File: src/design/qge_pkg.sv
`timescale 1ns / 1ps

package qge_pkg;

    // field widths
    localparam int DATA_W       = 32;
    localparam int DT_W         = 25;
    localparam int DRAW_W       = 16;
    localparam int TAG_W        = 16;
    localparam int PROD_W       = 64;
    localparam int WIDE_W       = 65;

    // fixed point
    localparam int FRAC_BITS_DEF = 24;
    localparam int DRAW_FRAC     = 12;

    // register file
    localparam int CFG_DATA_W = 32;
    localparam int CFG_ADDR_W = 5;
    localparam int CFG_IDX_W  = 3;

    typedef enum logic [CFG_IDX_W-1:0] {
        REG_MEAN_REVERSION   = 3'd0,
        REG_VOL_SCALE        = 3'd1,
        REG_SKEW_SLOPE       = 3'd2,
        REG_VOL_OFFSET       = 3'd3,
        REG_STEP_LENGTH      = 3'd4,
        REG_ROOT_STEP_LENGTH = 3'd5
    } reg_idx_t;

    typedef struct packed {
        logic signed [DATA_W-1:0] mean_reversion;
        logic signed [DATA_W-1:0] vol_scale;
        logic signed [DATA_W-1:0] skew_slope;
        logic signed [DATA_W-1:0] vol_offset;
        logic [DT_W-1:0]          step_length;
        logic [DT_W-1:0]          root_step_length;
    } qge_cfg_t;

    typedef struct packed {
        logic signed [DATA_W-1:0] value;
        logic                     clip;
    } sat_t;

    localparam logic signed [WIDE_W-1:0] SAT_MAX = 65'sd2147483647;
    localparam logic signed [WIDE_W-1:0] SAT_MIN = -65'sd2147483648;

    // clip a wide signed value to the 32-bit range
    function automatic sat_t sat_value(input logic signed [WIDE_W-1:0] v);
        sat_t r;
        if (v > SAT_MAX)
        begin
            r.value = SAT_MAX[DATA_W-1:0];
            r.clip  = 1'b1;
        end
        else if (v < SAT_MIN)
        begin
            r.value = SAT_MIN[DATA_W-1:0];
            r.clip  = 1'b1;
        end
        else
        begin
            r.value = v[DATA_W-1:0];
            r.clip  = 1'b0;
        end
        return r;
    endfunction

    // add half, floor shift, clip
    function automatic sat_t round_sat(input logic signed [PROD_W-1:0] p,
                                       input int unsigned s);
        logic signed [WIDE_W-1:0] sum;
        logic signed [WIDE_W-1:0] one;
        one = WIDE_W'(1);
        sum = WIDE_W'(p) + (one <<< (s - 1));
        return sat_value(sum >>> s);
    endfunction

endpackage

File: src/design/qge_regs.sv
`timescale 1ns / 1ps

module qge_regs
(
    input  logic                                clk,
    input  logic                                rst_n,
    input  logic                                psel,
    input  logic                                penable,
    input  logic                                pwrite,
    input  logic [qge_pkg::CFG_ADDR_W-1:0]      paddr,
    input  logic [qge_pkg::CFG_DATA_W-1:0]      pwdata,
    output logic [qge_pkg::CFG_DATA_W-1:0]      prdata,
    output logic                                pready,
    output qge_pkg::qge_cfg_t                   cfg
);

    qge_pkg::qge_cfg_t cfg_reg;
    qge_pkg::reg_idx_t idx;
    logic              wr_en;

    assign pready = 1'b1;
    assign idx    = qge_pkg::reg_idx_t'(paddr[qge_pkg::CFG_ADDR_W-1:2]);
    assign wr_en  = psel && penable && pwrite;
    assign cfg    = cfg_reg;

    // register writes, unknown index ignored
    always_ff @(posedge clk or negedge rst_n)
    begin
        if (!rst_n)
        begin
            cfg_reg <= '0;
        end
        else if (wr_en)
        begin
            case (idx)
                qge_pkg::REG_MEAN_REVERSION:   cfg_reg.mean_reversion   <= pwdata;
                qge_pkg::REG_VOL_SCALE:        cfg_reg.vol_scale        <= pwdata;
                qge_pkg::REG_SKEW_SLOPE:       cfg_reg.skew_slope       <= pwdata;
                qge_pkg::REG_VOL_OFFSET:       cfg_reg.vol_offset       <= pwdata;
                qge_pkg::REG_STEP_LENGTH:
                    cfg_reg.step_length      <= pwdata[qge_pkg::DT_W-1:0];
                qge_pkg::REG_ROOT_STEP_LENGTH:
                    cfg_reg.root_step_length <= pwdata[qge_pkg::DT_W-1:0];
                default: ;
            endcase
        end
    end

    // read mux
    always_comb
    begin
        case (idx)
            qge_pkg::REG_MEAN_REVERSION:   prdata = cfg_reg.mean_reversion;
            qge_pkg::REG_VOL_SCALE:        prdata = cfg_reg.vol_scale;
            qge_pkg::REG_SKEW_SLOPE:       prdata = cfg_reg.skew_slope;
            qge_pkg::REG_VOL_OFFSET:       prdata = cfg_reg.vol_offset;
            qge_pkg::REG_STEP_LENGTH:
                prdata = qge_pkg::CFG_DATA_W'(cfg_reg.step_length);
            qge_pkg::REG_ROOT_STEP_LENGTH:
                prdata = qge_pkg::CFG_DATA_W'(cfg_reg.root_step_length);
            default:                       prdata = '0;
        endcase
    end

endmodule

File: config.mk
export PLATFORM = sky130hd
export DESIGN_NAME = qge_regs
export DESIGN_NICKNAME = d
export VERILOG_FILES = /design/src/design/qge_pkg.sv /design/src/design/qge_regs.sv
export SDC_FILE = /design/constraint.sdc
export NUM_CORES = 1
export LEC_CHECK = 0
export BUFFER_PORTS_ARGS = -buffer_cell sky130_fd_sc_hd__buf_4
export CORE_ASPECT_RATIO = 1.4
export CORE_MARGIN = 2
export CORE_UTILIZATION = 30
export CTS_BUF_LIST = sky130_fd_sc_hd__clkbuf_2 sky130_fd_sc_hd__clkbuf_4 sky130_fd_sc_hd__clkbuf_8
export DETAILED_ROUTE_END_ITERATION = 16
export GPL_ROUTABILITY_DRIVEN = 0
export PLACE_DENSITY = 0.47
export RECOVER_POWER = 50
export SYNTH_ARGS = -nofsm -noshare
export SYNTH_HDL_FRONTEND = slang
export SYNTH_SLANG_ARGS = --single-unit
File: constraint.sdc
create_clock -name clk -period 5.2 [get_ports clk]
set_clock_uncertainty 0.1 [all_clocks]
set_input_delay 1.04 -clock clk [delete_from_list [all_inputs] [get_ports clk]]
set_output_delay 1.04 -clock clk [all_outputs]
set_load 0.03 [all_outputs]
=== Word-level counts from Yosys, hierarchy flattened ===
Index checks and enable logic that the tools add are counted.

* Output and inout bits: 211
* Bits in registers: 178
* Logic and storage cells: 21

* Muxes and demuxes: 1
* Reduce and logical (&&, ||, !) cells: 9
* Equal/unequal tests: 5

{| class="wikitable"
|+ Operator list
! cell !! count
|-
| 32-bit one-hot mux with 6 select lines || 1
|-
| 2-bit AND reduction || 6
|-
| 3-bit by 2-bit == test with 1-bit output, second input constant || 2
|-
| 3-bit == test, second input constant || 2
|-
| 3-bit by 1-bit == test with 1-bit output, second input constant || 1
|-
| 3-bit logical NOT || 1
|-
| 1-bit logical AND || 2
|}

=== Depth between registers and ports, before layout ===
Gate-level depths: netlist (run 1).

* Word-level depth: 3
* Depth in mapped cells: 6
* Mapped depth without buffers: 3

=== Least setup slack after synthesis (run 1) ===
No wires, ideal clock.

* Path kind: input to output
* From: input paddr[2] (netlist name)
* To: output prdata[16] (netlist name)
* Required time: 4.060 ns
* Stages on the path: 6
* Slack: 1.533 ns
* Data arrival time: 2.527 ns
* Buffers on the path: 3
* Cell sequence: buf_6 buf_6 buf_4 mux2i_1 o21a_1 a221oi_1

* Cells in the longest elaborated chain, start to end: 2
* Elaborated cells between the ends (all ways): 7

{| class="wikitable"
|+ Ends and longest elaborated chain
! what !! RTL line !! text
|-
| start, declared || qge_regs.sv:10 || <nowiki>input logic [qge_pkg::CFG_ADDR_W-1:0] paddr,</nowiki>
|-
| 3-bit == test, or another cell as far along || qge_regs.sv:52 || <nowiki>case (idx)</nowiki>
|-
| 32-bit one-hot mux with 6 select lines * || qge_regs.sv:52 ||
|-
| end, declared || qge_regs.sv:12 || <nowiki>output logic [qge_pkg::CFG_DATA_W-1:0] prdata,</nowiki>
|}

Mark *: on every way between the ends. The rest lies on a longest branch, timed or not.

=== Final worst setup path (run 1) ===
* From: input paddr[3] (netlist name)
* To: output prdata[15] (netlist name)

The elaborated chain is that of the path after synthesis.

==> impl_results.md, run 1 <==
* # diodes at 0
* Max reg flops at 178
* Post-route cell area at 0.0104 mm2
* Vias per Instance at 4.88
* Critical Path AT at 2.95 ns
* IR Drop Worst-Case VDD at 0.147 mV
* Max-cap violations at 1
* Input/output buffers at 249
* Normalized max-slew margin at -98.7%
* Largest net degree at the start of global routing at 115
* # rows at 71
* DIE WIDTH at 144 um
* Via count at 5786
* Final nets at 850
* Violated checks: capacitance limit, slew limit
* WL met1 at 10.3 mm
* Syn Std Cell Area at 0.00823 mm2
* Setup crit end kind: output port
* Top layer in use: met4
* Post-synthesis sequential area ratio at 54.2%
* CTS tree: done
* RSZ-0062 raised after global routing: false
* Min Tclk post-route at 4.09 ns
* Leak pwr at 4.74 nW
* Synth top area share at 54.2%
* Worst Hold Class: flop to flop
* Area of placed instances at 0.0104 mm2
* YS warnings at 0
* Clk sinks at 178
* Drt first pass iters at 4
* Initial core utilization at 30.6%
* Worst EP required at 4.06 ns
* CP peak stage delay at 0.68 ns
* Fin Hold WS at 0.424 ns
* Async SR Flop Fraction at 100%
* Number of buffers created by CTS at 17
* Routed wire length per instance at 22.5 um
* Total grt overflow at 0
* Syn nets at 611
* Critical path class: input port to output port
* Synth unique cells at 28
* Clk_lat worst skew at 0.47 ns
* Final Cycle Share at 78.7%
* Final Max Slew Viols at 115
* Number of synthesized flops with an enable pin at 0
* Status: finished with violations
* Clk buf depth at 2
* Final setup fails at 0
* Final Hold Fails at 0
* Iter 0 DRT Violations at 233
* Die height at 200 um
* Area grow syn2layout at 26.6%
* Worst path most repeated cell: buf_4
* Crit path launch type: input port
* Mapped Avg Cell Area at 14.5 um2
* Worst path cell trace: buf_4 -> nand2b_1 -> o221ai_1 -> buf_4
* Vias in the first global route at 6073
* DP HPWL at 17.8 mm
* Slowest CP cell: nand2b_1
* Clk slew on worst S/H paths at 0.09 ns
* Seq cells post-synth at 178
* Setup slack after layout at 1.11 ns
* Post-cts hold buffer count at 0
* Residual DRC at 0
* Clock Tree Root: clkbuf_8
* Final TNS setup at 0 ns
* # IOs at 253
* Initial antenna violation count at 0
* H-tree levels at 4
* Post-DRT Antenna Nets at 0
* Routed WL at 26.6 mm
* Largest cells by area after synthesis: dfrtp_1 54%, mux2_2 29%, mux2i_1 2.1%, buf_4 1.9%, mux4_2 1.9%
* Cells after Synth at 569
* First-pass GRT wire length at 38.9 mm
* Overall power at 0.00448 W
* Global Route Usage Sum at 18.6%
* Slew @ Worst Pin at 2.98 ns
* Top_reg_cell synth: dfrtp_1
* Post-CTS setup buffer count at 0
* Cells resized by post-CTS repair at 0
* Pre-CTS setup slack at 1.05 ns
* P per Cell Area at 430 mW/mm2
* Fraction of layout cells with a size suffix above 1 at 50.4%
* Leading area contributor after synthesis: dfrtp_1
* DR WL met2 at 14.3 mm
* Full die area at 0.0288 mm2
* Routed wl met3 at 1.47 mm
* Core box area at 0.0269 mm2
* CP max FO at 37
* Max Clk Rate at 244 MHz
-- logic make-up (layout without fill, tap and decap cells) --
| logic type | count (synthesis) | after routing | synth area share [%] |
|---|---|---|---|
| mux | 241 | 241 | 33.7 |
| flops | 178 | 178 | 54.2 |
| simple gates | 62 | 62 | 4.50 |
| compound gates | 45 | 45 | 4.14 |
| buf+inv | 42 | 293 | 3.47 |
| other cells | 1 | 1 | 0.0456 |
-- through the flow --
step	std cells	util, %
2_1_floorplan	569	-
3_3_place_gp	1154	38.6
3_5_place_dp	1154	38.6
4_1_cts	1185	40.2
5_1_grt	1185	38.7
6_report	1185	38.7
-- path summary, 6_finish.rpt --
check                           cells past startpoint     start          to  slack, ns
max in group asynchronous                           2     rst_n      cfg[2]       1.43
worst max register to register                      1  cfg[169]    cfg[169]       4.28
min in group asynchronous                           1     rst_n    cfg[127]       1.41
worst min-delay path                                1  cfg[120]    cfg[120]       0.42
worst max-delay path                                4  paddr[3]  prdata[15]       1.11
worst min register to register                      1  cfg[120]    cfg[120]       0.42
-- Yosys cell counts (3+ instances only) --
cell,instances
mux4_2,7
buf_6,5
buf_2,9
and2_1,7
a31oi_1,15
clkbuf_1,6
mux2_1,8
buf_4,21
a221oi_1,16
a21oi_1,4
o221ai_1,9
dfrtp_1,178
nand2_1,35
mux2_2,209
and3b_1,4
nor2_4,3
nand3_1,4
mux2i_1,17
-- cells in the final DEF, fill, tap and decap left out, drive strengths merged, types with 2 or more instances in the layout --
master / synthesis / layout
a31oi: 15 / 15
clkbuf: 6 / 130
and2: 7 / 7
nand3: 4 / 4
nor2: 5 / 5
and3b: 4 / 4
bufinv: 0 / 3
nand2b: 2 / 2
inv: 1 / 3
nand2: 35 / 35
o221ai: 9 / 9
buf: 35 / 153
mux4: 7 / 7
a221oi: 16 / 16
mux2i: 17 / 17
clkinv: 0 / 4
a21oi: 4 / 4
nor3: 2 / 2
dfrtp: 178 / 178
mux2: 217 / 217
-- critical path: cells and delay by family --
family / cells / cell delay [ns]
buffers and inverters: 2 / 0.73
and+or+nand+nor: 1 / 0.68
AOI/OAI and AO/OA: 1 / 0.47
-- cell type report --
type,count,area [um2]
Clock inverter,9,128
Timing Repair Buffer,261,1580
Tap cell,365,457
Multi-Input combinational cell,349,3500
Inverter,1,3.75
Clock buffer,22,290
Fill cell,2660,16500
Sequential cell,178,4450
-- metal layers --
metal / up-vias / global-route usage, %
met5: - / 0
met2: 187 / 33.4
met4: 0 / 6.28
met3: 30 / 4.22
met1: 3006 / 21.6
li1: 2563 / -
-- power breakdown --
group | internal, W | switching (W) | total (W)
Combinational | 0.000574 | 0.00101 | 0.00159
Clock | 0.000522 | 0.000502 | 0.00102
Sequential | 0.00165 | 0.000217 | 0.00187
Total | 0.00275 | 0.00173 | 0.00448
(Power assumes the default switching activity.)
==> inputs of run 2 (changes only) <==
Clock period 5.2 ns to 4.2 ns, I/O delays scaled along.
==> run 2 against run 1 <==
  * The flow still finishes with violations (capacitance limit, slew limit)
  * Core utilization grew 0.31 points
  * Routed wire length grew 0.11%
  * Design area grew 0.79%
  * Worst setup slack lost 0.48 ns
  * Register-to-register slack lost 0.99 ns
  * Power grew 25%
  * Sequential cell count is the same
  * Non-clock buffer count grew 6
  * Via count grew 1.1%
  * Global-route usage is essentially flat
  * Critical path depth grew 2
  * First-iteration DRC count is the same
  * Largest cell class unchanged
==> impl_results.md, run 2 (synthesis gave the netlist of run 1 again) <==
* Clk sinks at 178 (unchanged)
* # IOs at 253 (unchanged)
* First-pass GRT wire length at 39.0 mm (was 38.9 mm)
* Final nets at 856 (was 850)
* Final Max Slew Viols at 92 (was 115)
* Residual DRC at 0 (unchanged)
* DP HPWL at 18.0 mm (was 17.8 mm)
* Violated checks: capacitance limit, slew limit (unchanged)
* Core box area at 0.0269 mm2 (unchanged)
* Worst Setup SP: paddr[2] (was paddr[3])
* Total grt overflow at 0 (unchanged)
* # rows at 71 (unchanged)
* Number of buffers created by CTS at 17 (unchanged)
* RSZ-0062 raised after global routing: false (unchanged)
* Clk_lat worst skew at 0.47 ns (about the same)
* Post-route cell area at 0.0105 mm2 (was 0.0104 mm2)
* Max reg flops at 178 (unchanged)
* Die height at 200 um (unchanged)
* Critical Path AT at 2.63 ns (was 2.95 ns)
* Initial antenna violation count at 0 (unchanged)
* Final TNS setup at 0 ns (unchanged)
* Worst Hold Class: flop to flop (unchanged)
* Leak pwr at 4.76 nW (was 4.74 nW)
* Final Util at 39.0% (was 38.7%)
* Most frequent cells in the layout: 209 x mux2_2, 178 x dfrtp_1, 156 x buf_4 (was 209 x mux2_2, 178 x dfrtp_1, 151 x buf_4)
* Via count at 5847 (was 5786)
* IR Drop Worst-Case VDD at 0.226 mV (was 0.147 mV)
* Largest net degree at the start of global routing at 93 (was 115)
* Critical R2R Launch: cfg[83] (was cfg[169])
* CTS tree: done (unchanged)
* Clock Tree Root: clkbuf_8 (unchanged)
* P per Cell Area at 532 mW/mm2 (was 430 mW/mm2)
* Normalized max-slew margin at -63.1% (was -98.7%)
* DIE WIDTH at 144 um (unchanged)
* Initial core utilization at 30.6% (unchanged)
* Final Hold Fails at 0 (unchanged)
* Commonest non-fill, non-tap cell in the layout: mux2_2 (unchanged)
* Crit path launch type: input port (unchanged)
* Slew @ Worst Pin at 2.45 ns (was 2.98 ns)
* Setup crit end kind: output port (unchanged)
* Fraction of layout cells with a size suffix above 1 at 50.7% (was 50.4%)
* CP max FO at 61 (was 37)
* Vias per Instance at 4.91 (was 4.88)
* Area of placed instances at 0.0105 mm2 (was 0.0104 mm2)
* Iter 0 DRT Violations at 233 (unchanged)
* Post-CTS setup buffer count at 0 (unchanged)
* Clk slew on worst S/H paths at 0.09 ns (about the same)
* # diodes at 0 (unchanged)
* Full die area at 0.0288 mm2 (unchanged)
* Min Tclk post-route at 3.57 ns
* Input/output buffers at 249 (unchanged)
* H-tree levels at 4 (unchanged)
* Worst EP required at 3.26 ns (was 4.06 ns)
* Cells resized by post-CTS repair at 0 (unchanged)
* Global Route Usage Sum at 18.6% (about the same)
* Clk buf depth at 2 (unchanged)
* Drt first pass iters at 4 (unchanged)
* Critical path class: input port to output port (unchanged)
* Status: finished with violations (unchanged)
* Pre-CTS setup slack at 0.655 ns (was 1.05 ns)
* Hold_sp: cfg[119] (was cfg[120])
* Final Cycle Share at 85.0%
* Max-cap violations at 1 (unchanged)
* Post-cts hold buffer count at 0 (unchanged)
* Post-DRT Antenna Nets at 0 (unchanged)
* Max Clk Rate at 280 MHz
* Routed WL at 26.6 mm (about the same)
* Final setup fails at 0 (unchanged)
* Routed wire length per instance at 22.4 um (was 22.5 um)
* Vias in the first global route at 6112 (was 6073)
* Area grow syn2layout at 27.6% (was 26.6%)
* Setup slack after layout at 0.629 ns (was 1.11 ns)
-- run 2: layer usage --
layer | track usage, % | wire, um | vias to the layer above | part of all wire (%)
li1 | - | - | 2580 | -
met1 | 22.1 | 10800 | 3031 | 40
met2 | 32.2 | 13700 | 194 | 52
met3 | 4.08 | 1210 | 42 | 4.6
met4 | 7.88 | 932 | 0 | 3.5
met5 | 0 | 0 | - | 0
-- run 2: path summary, 6_finish.rpt --
check	to	slack, ns	cells after the start
worst max-delay path	prdata[11]	0.63	6
worst min-delay path	cfg[119]	0.43	1
worst max register to register	cfg[83]	3.29	1
worst min register to register	cfg[119]	0.43	1
max in group asynchronous	cfg[117]	1.20	2
min in group asynchronous	cfg[44]	0.99	1
-- run 2: where the power goes --
group          switching, W  total (W)  internal, W
Combinational       0.00126    0.00197     0.000716
Sequential         0.000272    0.00232      0.00205
Clock              0.000641    0.00129     0.000652
Total               0.00217    0.00559      0.00342
-- run 2: critical path, cell delays in order --
cell and delay (ns):
buf_4 0.68, buf_4 0.36, and3b_1 0.20, a21oi_1 0.12, o221ai_1 0.13, buf_4 0.19
-- run 2: cell type report --
cell class | count | area, um2
inverter | 1 | 3.75
clock buffer | 18 | 241
timing repair buffer | 267 | 1660
fill | 2673 | 16400
sequential | 178 | 4450
tap | 365 | 457
multi-input combinational | 349 | 3500
clock inverter | 13 | 186
-- run 2: through the flow --
| stage | hold WS, ns | total power [W] | cells |
|---|---|---|---|
| after CTS | 0.365 | 0.00583 | 1191 |
| after detailed placement | 0.414 | 0.00452 | 1160 |
| after floorplan | 0.444 | 0.00359 | 569 |
| after global routing | 0.458 | 0.00586 | 1191 |
| final | 0.431 | 0.00559 | 1191 |
| after global placement | 0.397 | 0.00448 | 1160 |
